--- config.mk ---
export PLATFORM = sky130hd
export DESIGN_NAME = pcx_rle_scanline_decoder
export DESIGN_NICKNAME = d
export VERILOG_FILES = /design/src/hw/rtl/pcxrle_pkg.sv /design/src/hw/rtl/pcx_rle_scanline_decoder.sv
export SDC_FILE = /design/constraint.sdc
export NUM_CORES = 1
export LEC_CHECK = 0
export BUFFER_PORTS_ARGS = -buffer_cell sky130_fd_sc_hd__buf_2
export CAP_MARGIN = 10
export CORE_UTILIZATION = 55
export DETAILED_ROUTE_END_ITERATION = 16
export PLACE_DENSITY = 0.74
export SLEW_MARGIN = 20
export SYNTH_ARGS = -nofsm -noshare
export SYNTH_HDL_FRONTEND = slang
export SYNTH_SLANG_ARGS = --single-unit
--- constraint.sdc ---
create_clock -name i_clk -period 17.3 [get_ports i_clk]
set_clock_uncertainty 0.15 [all_clocks]
set_input_delay 1.73 -clock i_clk [delete_from_list [all_inputs] [get_ports i_clk]]
set_output_delay 1.73 -clock i_clk [all_outputs]
set_load 0.005 [all_outputs]
--- src/hw/rtl/pcxrle_pkg.sv ---
// ----------------------------------------------------------------------------
// pcxrle_pkg
// Shared types and constants of the run-length scanline decoder.
// ----------------------------------------------------------------------------
package pcxrle_pkg;

    // field widths
    localparam int unsigned IN_W     = 8;
    localparam int unsigned COL_W    = 12;
    localparam int unsigned ROW_W    = 12;
    localparam int unsigned PLANE_W  = 2;
    localparam int unsigned CNT_W    = 6;
    localparam int unsigned WIDTH_W  = 13;
    localparam int unsigned HEIGHT_W = 13;
    localparam int unsigned BPL_W    = 14;
    localparam int unsigned POS_W    = 15;
    localparam int unsigned PCOL_W   = 14;
    localparam int unsigned CUR_ROW_W = 13;
    localparam int unsigned CFG_IDX_W = 2;
    localparam int unsigned CFG_DAT_W = 14;

    // limits of the image geometry
    localparam logic [WIDTH_W-1:0] MAX_DIM        = 13'd4096;
    localparam logic [BPL_W-1:0]   MAX_LINE_BYTES = 14'd8192;

    // marker byte pattern: both top bits set
    localparam logic [IN_W-1:0] RUN_MARK = 8'hC0;

    // plane codes
    localparam logic [PLANE_W-1:0] PLANE_RED  = 2'd0;
    localparam logic [PLANE_W-1:0] PLANE_BLUE = 2'd2;

    // configuration register indexes
    localparam logic [CFG_IDX_W-1:0] CFG_IMAGE_WIDTH    = 2'd0;
    localparam logic [CFG_IDX_W-1:0] CFG_IMAGE_HEIGHT   = 2'd1;
    localparam logic [CFG_IDX_W-1:0] CFG_BYTES_PER_LINE = 2'd2;
    localparam logic [CFG_IDX_W-1:0] CFG_RGB_MODE       = 2'd3;

    // sequencer states
    typedef enum logic [1:0] {
        ST_IDLE,
        ST_RUN,
        ST_FLUSH
    } t_state;

    // one pixel write
    typedef struct packed {
        logic [COL_W-1:0]   col;
        logic [ROW_W-1:0]   row;
        logic [PLANE_W-1:0] plane;
        logic [IN_W-1:0]    value;
    } t_pixel;

endpackage

--- src/hw/rtl/pcx_rle_scanline_decoder.sv ---
// ----------------------------------------------------------------------------
// pcx_rle_scanline_decoder
// Expands a run-length coded pixel byte stream into pixel writes with
// column, row and plane, tracking line and plane position.
// ----------------------------------------------------------------------------
//
//  channel | direction | handshake                 | word
//  --------+-----------+---------------------------+------------------------------
//  in      | input     | i_in_valid / o_in_ready   | i_in_byte
//  out     | output    | o_out_valid / i_out_ready | column, row, plane, value, last
//  cfg     | input     | i_cfg_we (no wait)        | i_cfg_idx, i_cfg_data
//
//  A marker byte, a zero-count value byte or a byte after the last row is
//  taken without leaving idle. A byte that expands to n line positions (n = 1
//  for a literal, up to 63 for a run) goes through intake, n stepper steps and the
//  release of the final write; no release when nothing is written. The stepper
//  pauses while holding stage and output register are full and i_out_ready is low.
//  Reset (synchronous, active low) clears the counters, geometry becomes 1, 1, 1.
//
module pcx_rle_scanline_decoder (
    input  logic                                i_clk,
    input  logic                                i_rst_n,
    // configuration
    input  logic                                i_cfg_we,
    input  logic [pcxrle_pkg::CFG_IDX_W-1:0]    i_cfg_idx,
    input  logic [pcxrle_pkg::CFG_DAT_W-1:0]    i_cfg_data,
    // input bytes
    input  logic                                i_in_valid,
    output logic                                o_in_ready,
    input  logic [pcxrle_pkg::IN_W-1:0]         i_in_byte,
    // pixel writes
    output logic                                o_out_valid,
    input  logic                                i_out_ready,
    output logic [pcxrle_pkg::COL_W-1:0]        o_pixel_column,
    output logic [pcxrle_pkg::ROW_W-1:0]        o_pixel_row,
    output logic [pcxrle_pkg::PLANE_W-1:0]      o_plane_select,
    output logic [pcxrle_pkg::IN_W-1:0]         o_pixel_value,
    output logic                                o_last_of_run
);

    // configuration registers
    logic [pcxrle_pkg::WIDTH_W-1:0]  r_width;
    logic [pcxrle_pkg::HEIGHT_W-1:0] r_height;
    logic [pcxrle_pkg::BPL_W-1:0]    r_bpl;
    logic                            r_rgb;

    // sequencer and position state
    pcxrle_pkg::t_state r_state, n_state;
    logic                               r_awaiting, n_awaiting;
    logic [pcxrle_pkg::CNT_W-1:0]       r_pending, n_pending;
    logic [pcxrle_pkg::CNT_W-1:0]       r_cnt, n_cnt;
    logic [pcxrle_pkg::IN_W-1:0]        r_val, n_val;
    logic [pcxrle_pkg::POS_W-1:0]       r_pos, n_pos;
    logic [pcxrle_pkg::PLANE_W-1:0]     r_plane, n_plane;
    logic [pcxrle_pkg::PCOL_W-1:0]      r_col, n_col;
    logic [pcxrle_pkg::CUR_ROW_W-1:0]   r_row, n_row;

    // holding stage and output register
    logic                r_hold_valid, n_hold_valid;
    pcxrle_pkg::t_pixel  r_hold, n_hold;
    logic                r_out_valid, n_out_valid;
    pcxrle_pkg::t_pixel  r_out, n_out;
    logic                r_out_last, n_out_last;

    // derived geometry
    logic [pcxrle_pkg::WIDTH_W-1:0]  w_sat;
    logic [pcxrle_pkg::HEIGHT_W-1:0] h_sat;
    logic [pcxrle_pkg::BPL_W-1:0]    bpl_sat;
    logic [pcxrle_pkg::POS_W-1:0]    bpl_ext;
    logic [pcxrle_pkg::POS_W-1:0]    bpl2;
    logic [pcxrle_pkg::POS_W-1:0]    line_len;
    logic                            image_done;

    // stepper signals
    logic                            out_free;
    logic                            accept;
    logic                            step_en;
    logic                            flush_en;
    logic                            pos_end;
    logic                            emit;
    logic [pcxrle_pkg::POS_W-1:0]    pos_inc;
    logic                            plane_edge;
    logic                            line_done;
    logic                            step_last;
    logic                            is_marker;
    pcxrle_pkg::t_pixel              cur_pix;

    // geometry, saturated to the supported limits
    always_comb begin
        w_sat    = (r_width > pcxrle_pkg::MAX_DIM) ? pcxrle_pkg::MAX_DIM : r_width;
        h_sat    = (r_height > pcxrle_pkg::MAX_DIM) ? pcxrle_pkg::MAX_DIM : r_height;
        bpl_sat  = (r_bpl > pcxrle_pkg::MAX_LINE_BYTES) ? pcxrle_pkg::MAX_LINE_BYTES : r_bpl;
        bpl_ext  = {1'b0, bpl_sat};
        bpl2     = {bpl_sat, 1'b0};
        line_len = r_rgb ? (bpl_ext + bpl2) : bpl_ext;
        image_done = (bpl_sat == '0) || (r_row >= h_sat);
    end

    // configuration writes
    always_ff @(posedge i_clk) begin
        if (!i_rst_n) begin
            r_width  <= pcxrle_pkg::WIDTH_W'(1);
            r_height <= pcxrle_pkg::HEIGHT_W'(1);
            r_bpl    <= pcxrle_pkg::BPL_W'(1);
            r_rgb    <= 1'b0;
        end else if (i_cfg_we) begin
            unique case (i_cfg_idx)
                pcxrle_pkg::CFG_IMAGE_WIDTH:
                    r_width  <= i_cfg_data[pcxrle_pkg::WIDTH_W-1:0];
                pcxrle_pkg::CFG_IMAGE_HEIGHT:
                    r_height <= i_cfg_data[pcxrle_pkg::HEIGHT_W-1:0];
                pcxrle_pkg::CFG_BYTES_PER_LINE:
                    r_bpl    <= i_cfg_data[pcxrle_pkg::BPL_W-1:0];
                pcxrle_pkg::CFG_RGB_MODE:
                    r_rgb    <= i_cfg_data[0];
                default: ;
            endcase
        end
    end

    // one line position step of the shared compare and increment unit
    always_comb begin
        out_free   = !r_out_valid || i_out_ready;
        pos_end    = (r_pos >= line_len);
        emit       = !pos_end && (r_col < {1'b0, w_sat});
        pos_inc    = r_pos + pcxrle_pkg::POS_W'(1);
        plane_edge = r_rgb && ((pos_inc == bpl_ext) || (pos_inc == bpl2));
        line_done  = pos_end || (pos_inc >= line_len);
        step_last  = line_done || (r_cnt == pcxrle_pkg::CNT_W'(1));
        is_marker  = ((i_in_byte & pcxrle_pkg::RUN_MARK) == pcxrle_pkg::RUN_MARK);
        cur_pix.col   = r_col[pcxrle_pkg::COL_W-1:0];
        cur_pix.row   = r_row[pcxrle_pkg::ROW_W-1:0];
        cur_pix.plane = r_plane;
        cur_pix.value = r_val;
    end

    // sequencer control outputs
    always_comb begin
        o_in_ready = 1'b0;
        step_en    = 1'b0;
        flush_en   = 1'b0;
        unique case (r_state)
            pcxrle_pkg::ST_IDLE:  o_in_ready = 1'b1;
            pcxrle_pkg::ST_RUN:   step_en    = !r_hold_valid || out_free;
            pcxrle_pkg::ST_FLUSH: flush_en   = out_free;
            default: ;
        endcase
        accept = i_in_valid && o_in_ready;
    end

    // sequencer next state
    always_comb begin
        n_state = r_state;
        unique case (r_state)
            pcxrle_pkg::ST_IDLE: begin
                if (accept && !image_done && !(!r_awaiting && is_marker)) begin
                    if (!r_awaiting || (r_pending != '0)) begin
                        n_state = pcxrle_pkg::ST_RUN;
                    end
                end
            end
            pcxrle_pkg::ST_RUN: begin
                if (step_en && step_last) begin
                    n_state = (r_hold_valid || emit) ? pcxrle_pkg::ST_FLUSH
                                                     : pcxrle_pkg::ST_IDLE;
                end
            end
            pcxrle_pkg::ST_FLUSH: begin
                if (flush_en) begin
                    n_state = pcxrle_pkg::ST_IDLE;
                end
            end
            default: n_state = pcxrle_pkg::ST_IDLE;
        endcase
    end

    // datapath next values
    always_comb begin
        n_awaiting   = r_awaiting;
        n_pending    = r_pending;
        n_cnt        = r_cnt;
        n_val        = r_val;
        n_pos        = r_pos;
        n_plane      = r_plane;
        n_col        = r_col;
        n_row        = r_row;
        n_hold_valid = r_hold_valid;
        n_hold       = r_hold;
        n_out_valid  = r_out_valid && !i_out_ready;
        n_out        = r_out;
        n_out_last   = r_out_last;

        // byte intake: marker, run value or literal
        if (accept && !image_done) begin
            n_val = i_in_byte;
            if (!r_awaiting && is_marker) begin
                n_awaiting = 1'b1;
                n_pending  = i_in_byte[pcxrle_pkg::CNT_W-1:0];
            end else if (r_awaiting) begin
                n_awaiting = 1'b0;
                n_pending  = '0;
                n_cnt      = r_pending;
            end else begin
                n_cnt      = pcxrle_pkg::CNT_W'(1);
            end
        end

        // position step with pixel write into the holding stage
        if (step_en) begin
            n_cnt = r_cnt - pcxrle_pkg::CNT_W'(1);
            if (emit) begin
                if (r_hold_valid) begin
                    n_out_valid = 1'b1;
                    n_out       = r_hold;
                    n_out_last  = 1'b0;
                end
                n_hold_valid = 1'b1;
                n_hold       = cur_pix;
            end
            if (!pos_end) begin
                n_pos = pos_inc;
                if (plane_edge) begin
                    n_plane = (r_plane < pcxrle_pkg::PLANE_BLUE)
                            ? r_plane + pcxrle_pkg::PLANE_W'(1) : pcxrle_pkg::PLANE_BLUE;
                    n_col   = '0;
                end else begin
                    n_col   = r_col + pcxrle_pkg::PCOL_W'(1);
                end
            end
            if (line_done) begin
                n_pos   = '0;
                n_plane = pcxrle_pkg::PLANE_RED;
                n_col   = '0;
                n_row   = r_row + pcxrle_pkg::CUR_ROW_W'(1);
            end
        end

        // release the final write of the byte
        if (flush_en) begin
            n_hold_valid = 1'b0;
            n_out_valid  = 1'b1;
            n_out        = r_hold;
            n_out_last   = 1'b1;
        end
    end

    // control registers
    always_ff @(posedge i_clk) begin
        if (!i_rst_n) begin
            r_state      <= pcxrle_pkg::ST_IDLE;
            r_awaiting   <= 1'b0;
            r_pending    <= '0;
            r_cnt        <= '0;
            r_pos        <= '0;
            r_plane      <= pcxrle_pkg::PLANE_RED;
            r_col        <= '0;
            r_row        <= '0;
            r_hold_valid <= 1'b0;
            r_out_valid  <= 1'b0;
        end else begin
            r_state      <= n_state;
            r_awaiting   <= n_awaiting;
            r_pending    <= n_pending;
            r_cnt        <= n_cnt;
            r_pos        <= n_pos;
            r_plane      <= n_plane;
            r_col        <= n_col;
            r_row        <= n_row;
            r_hold_valid <= n_hold_valid;
            r_out_valid  <= n_out_valid;
        end
    end

    // payload registers
    always_ff @(posedge i_clk) begin
        r_val      <= n_val;
        r_hold     <= n_hold;
        r_out      <= n_out;
        r_out_last <= n_out_last;
    end

    // output word
    assign o_out_valid    = r_out_valid;
    assign o_pixel_column = r_out.col;
    assign o_pixel_row    = r_out.row;
    assign o_plane_select = r_out.plane;
    assign o_pixel_value  = r_out.value;
    assign o_last_of_run  = r_out_last;

endmodule

# Word level (Yosys, flattened, before mapping)
# Index checks and enable logic that the tools add are counted.
[classes]
bitwise = 1
n_div = 0
shift = 0
order_cmp = 8
reduce_logical = 47
addsub = 6
n_eq_ne = 15
n_mul = 0
mux = 37
[ops]
columns = ["op", "count"]
rows = [
  ["34-bit 2-to-1 mux", 4],
  ["14-bit 2-to-1 mux", 4],
  ["15-bit 2-to-1 mux", 3],
  ["6-bit 2-to-1 mux", 6],
  ["15-bit greater-or-equal comparator", 2],
  ["13-bit greater-than comparator (second input constant)", 2],
  ["13-bit 2-to-1 mux", 2],
  ["2-bit 2-to-1 mux", 9],
  ["2-bit AND reduction", 9],
  ["14-bit by 15-bit adder with 15-bit output", 1],
  ["15-bit by 1-bit adder with 15-bit output (second input constant)", 1],
  ["15-bit by 14-bit equality test with 1-bit output", 1],
  ["15-bit equality test", 1],
  ["14-bit by 1-bit adder with 14-bit output (second input constant)", 1],
  ["14-bit greater-than comparator (second input constant)", 1],
  ["14-bit zero test", 1],
  ["14-bit by 13-bit < comparator with 1-bit output", 1],
  ["13-bit by 1-bit adder with 13-bit output (second input constant)", 1],
  ["13-bit greater-or-equal comparator", 1],
  ["2-bit nonzero test", 6],
  ["2-bit != test (second input constant)", 5],
  ["3-bit AND reduction", 3],
  ["2-bit equality test (second input constant)", 4],
  ["1-bit logical AND", 8],
  ["other kinds (15)", 37],
]
[totals]
mem_bits_ro = 0
mem_count = 0
out_inout_bits = 37
latch_bits = 0
ff_bits = 179
mem_bits_rw = 0
inputBits = 29

# Logic depth before layout (Yosys ltp)
[depth]
ltp_word = 11
mapped_depth = 27
depth_no_buf = 23

# Least setup slack after synthesis
# OpenSTA, ideal clock, no wires.
[synth_path]
path_type = "register -> register"
from = "register r_bpl[13] in the netlist's numbering"
to = "register r_hold[0] in the netlist's numbering (enable)"
stages_incl_launch_ff = 19
arrival_time_ns = 4.902
required_ns = 16.755
setup_slack_ns = 11.852
cell_sequence = "dfxtp_1 > buf_2 > buf_1 > nor2b_1 > ha_1 > a21oi_1 > o22a_1 > a31oi_1 > or3_1 > a31oi_1 > ha_1 > or2_2 > o211ai_1 > nand4_1 > or2_2 > o211ai_1 > a31oi_4 > nor2_1 > and3_1"
[synth_via]
elab_chain_cells = 8
[synth_lines]
columns = ["element", "line", "text"]
rows = [
  ["start: declaration", "pcx_rle_scanline_decoder.sv:44", "logic [pcxrle_pkg::BPL_W-1:0] r_bpl;"],
  ["start signal: assignment", "pcx_rle_scanline_decoder.sv:104", "r_bpl <= pcxrle_pkg::BPL_W'(1);"],
  ["start signal: assignment", "pcx_rle_scanline_decoder.sv:113", "r_bpl <= i_cfg_data[pcxrle_pkg::BPL_W-1:0];"],
  ["14-bit greater-than comparator", "pcx_rle_scanline_decoder.sv:92", "bpl_sat = (r_bpl > pcxrle_pkg::MAX_LINE_BYTES) ? pcxrle_pkg::MAX_LINE_BYTES : r_bpl;"],
  ["14-bit 2-to-1 mux (*)", "pcx_rle_scanline_decoder.sv:92", ""],
  ["14-bit by 15-bit adder with 15-bit output", "pcx_rle_scanline_decoder.sv:95", "line_len = r_rgb ? (bpl_ext + bpl2) : bpl_ext;"],
  ["15-bit 2-to-1 mux (*)", "pcx_rle_scanline_decoder.sv:95", ""],
  ["15-bit greater-or-equal comparator (*)", "pcx_rle_scanline_decoder.sv:124", "pos_end = (r_pos >= line_len);"],
  ["1-bit zero test (*)", "--", ""],
  ["1-bit logical AND (*)", "pcx_rle_scanline_decoder.sv:125", "emit = !pos_end && (r_col < {1'b0, w_sat});"],
  ["2-bit AND reduction (no line) (*)", "--", ""],
  ["end signal: assignment", "pcx_rle_scanline_decoder.sv:277", "r_hold <= n_hold;"],
  ["end: declaration", "pcx_rle_scanline_decoder.sv:60", "pcxrle_pkg::t_pixel r_hold, n_hold;"],
]
# Every way passes the cells marked *; elsewhere a longest branch is shown, timed or not.
# A chain may end at the register's enable or synchronous reset.

# Worst setup path in the final report
[layout_path]
from = "register r_bpl[13] in the netlist's numbering"
to = "register r_out, in the netlist o_pixel_row[5] (enable)"
[layout_via]
elab_chain_cells = 9
[layout_lines]
columns = ["element", "line", "text"]
rows = [
  ["14-bit greater-than comparator", "pcx_rle_scanline_decoder.sv:92", ""],
  ["14-bit 2-to-1 mux (*)", "pcx_rle_scanline_decoder.sv:92", ""],
  ["14-bit by 15-bit adder with 15-bit output", "pcx_rle_scanline_decoder.sv:95", ""],
  ["15-bit 2-to-1 mux (*)", "pcx_rle_scanline_decoder.sv:95", ""],
  ["15-bit greater-or-equal comparator (*)", "pcx_rle_scanline_decoder.sv:124", ""],
  ["1-bit zero test (*)", "--", ""],
  ["1-bit logical AND (*)", "pcx_rle_scanline_decoder.sv:125", ""],
  ["2-bit nonzero test (no line) (*)", "--", ""],
  ["3-bit AND reduction (no line) (*)", "--", ""],
  ["end signal: assignment", "pcx_rle_scanline_decoder.sv:278", "r_out <= n_out;"],
  ["end: declaration", "pcx_rle_scanline_decoder.sv:62", "pcxrle_pkg::t_pixel r_out, n_out;"],
]
# Marked as above.

==> impl_metrics.yaml <==
status:
  status: "complete, no violations"
route:
  first_iter_violations: 716
  viasPerCell: 5.786
  wl_per_cell_um: 16.72
  antenna_left: 0
  drc: 0
  via_count: 7794
  dr.pass1.iters: 5
  routed_wl_um: 22520
sta:
  post-route-period-util: 0.3615
  final_max_slew_viol_count: 0
  maxSlewHeadroom: 0.3960
  worst-slew-pin-transition_ps: 905.9
  finalHoldViolations: 0
  setup_viol: 0
  fmax_ghz: 0.1599
  rsz0062_at_grt: "no"
  finalSetupTns_ps: 0
  finalCriticalPeriod_ps: 6253
power:
  p_sw_uw: 270.5
  p_leak_uw: 0.004175
  intPower_uw: 714.4
  power_frac_seq: 0.483
  vdd_ir_drop_max_v: 0.00007962
  p_sw_frac: 0.2747
  p_per_area_nw_per_um2: 90.62
  power_frac_comb: 0.130
  pwr-share-clk: 0.387
yosys:
  syn_inst: 1065
  synth-seq-cells: 179
  synth_nets: 1166
  synthArstFlopShare: 0
  ys.flop_type: "dfxtp_1"
  yosysSeqAreaShare: 0.4415
  netlist_area_um2: 9839
  ys.warnings.count: 0
  ys_types: 87
  syn_area_per_cell_um2: 9.239
  synth_edf_count: 76
min_path:
  min_from: "r_val[1]"
  hold_class: "register to register"
  hold_end: "r_hold[1]"
  min_path_cells: 0
placement:
  place_congestion: 0.9495
  dp_cells: 1315
  dp_hpwl_um: 16670
  numPortBuffers: 65
critical_path:
  r2r-end: "o_pixel_row[5]"
  required_ps: 17230
  worstSetupPathType: "register to register"
  rrSetupSlack_ps: 11050
  cp_max_fo: 34
  start_kind: "register"
  ff2ff_path_depth: 22
  cp_data_arrival_time_ps: 6180
  crit_path_end_kind: "register"
  r2r_start: "r_bpl[13]"
layout:
  final_util: 0.6262
  stdcell_count: 1347
  diodes: 0
  drive_gt1_frac: 0.1283
  nFillCells: 1460
  area_growth_pct: 10.47
  layout.nets: 1210
clock_network:
  clk_pin_slew_ps: 70
  cts_num_sinks: 179
  cts_resized: 0
  hold_buffers: 0
  htree_num_levels: 4
  post_cts.repair.setup_buffers: 0
  clockBufferDepth: 2
  numCtsBuffers: 17
  cts_tree: "done"
  root_buffer: "clkbuf_16"
  clk_latency_ps: 430
floorplanning:
  chipWidth_um: 135.8
  initial_core_util: 0.5669
  num_rows: 48
  die_h_um: 135.8
  core_um2: 17360
  dieArea_um2: 18430
  io-pin-count: 66
global_route:
  grt_pass1_vias: 7383
  antenna_found_initial: 0
  grt_pass1_wl_um: 37220
  grt_max_degree: 70
  grt_remaining_overflow: 0
  grtUsageTotal: 0.2593
flow_run:
  max_cap_viol_count: 0
==> power groups by stage <==
| stage | Combinational (µW) | Clock [µW] | Sequential, µW |
|---|---|---|---|
| 3_3_place_gp | 125 | 0 | 484 |
| 5_1_grt | 144 | 404 | 478 |
| 6_report | 128 | 381 | 476 |
| 2_1_floorplan | 96.1 | 0 | 482 |
| 3_5_place_dp | 127 | 0 | 485 |
| 4_1_cts | 128 | 387 | 476 |
==> cell usage after synthesis (all sizes together), types with 7 or more instances <==
| cell type | n | area share |
|---|---|---|
| nor3 | 22 | 0.012 |
| inv | 44 | 0.017 |
| edfxtp | 76 | 0.23 |
| nand2 | 182 | 0.070 |
| nand4 | 20 | 0.013 |
| o211ai | 10 | 0.011 |
| dfxtp | 103 | 0.21 |
| and3 | 8 | 0.0056 |
| nor2b | 20 | 0.013 |
| nor4 | 12 | 0.0089 |
| a21oi | 98 | 0.051 |
| nor2 | 67 | 0.026 |
| nand2b | 10 | 0.0064 |
| mux2i | 13 | 0.013 |
| xor2 | 16 | 0.014 |
| o21ai | 34 | 0.018 |
| a211oi | 8 | 0.0084 |
| clkbuf | 25 | 0.0097 |
| and2 | 10 | 0.0064 |
| a21o | 7 | 0.0053 |
| xnor2 | 29 | 0.027 |
| a22o | 10 | 0.0089 |
| ha | 71 | 0.090 |
| nand3 | 44 | 0.024 |
| buf | 21 | 0.012 |
| a31oi | 16 | 0.012 |
| o21a | 7 | 0.0053 |
==> worst max-delay path by stage <==
stage	startpoint	endpoint	slack [ps]	cells after the start
final	r_bpl[13]	o_pixel_row[5]	11050	22
after global placement	r_bpl[13]	o_pixel_row[7]	11370	22
after detailed placement	r_bpl[13]	o_pixel_row[9]	11180	22
after CTS	r_bpl[13]	o_pixel_column[3]	11160	22
after floorplan	r_bpl[13]	r_hold[0]	11850	18
after global routing	r_bpl[13]	o_pixel_column[10]	10600	22
==> cell usage in the layout (no fill, tap or decap), types with 28 or more instances in the layout <==
master    netlist  final
nor2_1         66     66
edfxtp_1       76     76
dfxtp_1       103    103
inv_1          44     44
nand2_1       181    181
ha_1           71     71
nand3_1        41     41
buf_2          10     65
xnor2_1        28     28
a21oi_1        96     96
==> per-stage QoR <==
step           hold slack (ps)  total power [µW]  cell area (µm²)  setup WS (ps)
2_1_floorplan            250.3             578.0             9839          11850
3_3_place_gp             250.7             609.8            10280          11370
3_5_place_dp             254.5             612.7            10280          11180
4_1_cts                  265.5             991.0            10870          11160
5_1_grt                  273.4              1026            10870          10600
6_report                 267.4             985.0            10870          11050
==> worst max-delay path, stage by stage (launching register included) <==
cell and delay, ps:
dfxtp_1 760, inv_1 370, nand2_1 170, inv_1 100
ha_1 240, inv_1 80, fa_1 170, and2b_1 220
o211ai_2 260, a31oi_1 130, or3_1 310, a31oi_1 260
ha_1 280, or2_2 310, o211ai_1 180, nand4_1 150
or2_2 320, o211ai_1 330, a31oi_4 110, nor2_1 290
nand4_1 200, nand2_1 140, buf_4 380
==> registers in the layout, indices dropped and copies added (netlist names), 2 cells and up <==
| name | count |
|---|---|
| o_pixel_row | 12 |
| r_bpl | 14 |
| o_pixel_value | 8 |
| r_col | 14 |
| r_row | 13 |
| r_height | 13 |
| r_hold | 34 |
| r_val | 8 |
| r_state | 2 |
| o_pixel_column | 12 |
| r_width | 13 |
| r_pending | 6 |
| r_plane | 2 |
| r_cnt | 6 |
| o_plane_select | 2 |
| r_pos | 15 |
==> routing by layer <==
layer / part of all wire / global-route usage / wire length, µm / up-vias
li1: - / - / - / 3905
met4: 0.030 / 0.1099 / 665 / 0
met2: 0.46 / 0.4164 / 10460 / 240
met1: 0.46 / 0.3483 / 10310 / 3611
met5: 0 / 0 / 0 / -
met3: 0.048 / 0.03666 / 1081 / 38
==> cell families after synthesis <==
| group | count (synthesis) | share of synthesized area |
|---|---|---|
| AND/OR/NAND/NOR | 428 | 0.2103 |
| AO/OA/AOI/OAI | 233 | 0.1584 |
| flip-flops | 179 | 0.4415 |
| buffers and inverters | 91 | 0.03840 |
| adder cells (fa/ha/maj) | 74 | 0.09461 |
| XOR/XNOR | 45 | 0.04082 |
| multiplexers | 15 | 0.01589 |
==> area by class of cell <==
cell class / count / area (µm²) / share of cell area
tap: 225 / 281.5 / 0.02590
clock buffer: 17 / 425.4 / 0.03914
clock inverter: 15 / 161.4 / 0.01485
inverter: 45 / 168.9 / 0.01554
sequential: 179 / 4344 / 0.3997
timing repair buffer: 71 / 370.4 / 0.03407
multi-input combinational: 795 / 5117 / 0.4708
(Power assumes the default switching activity.)
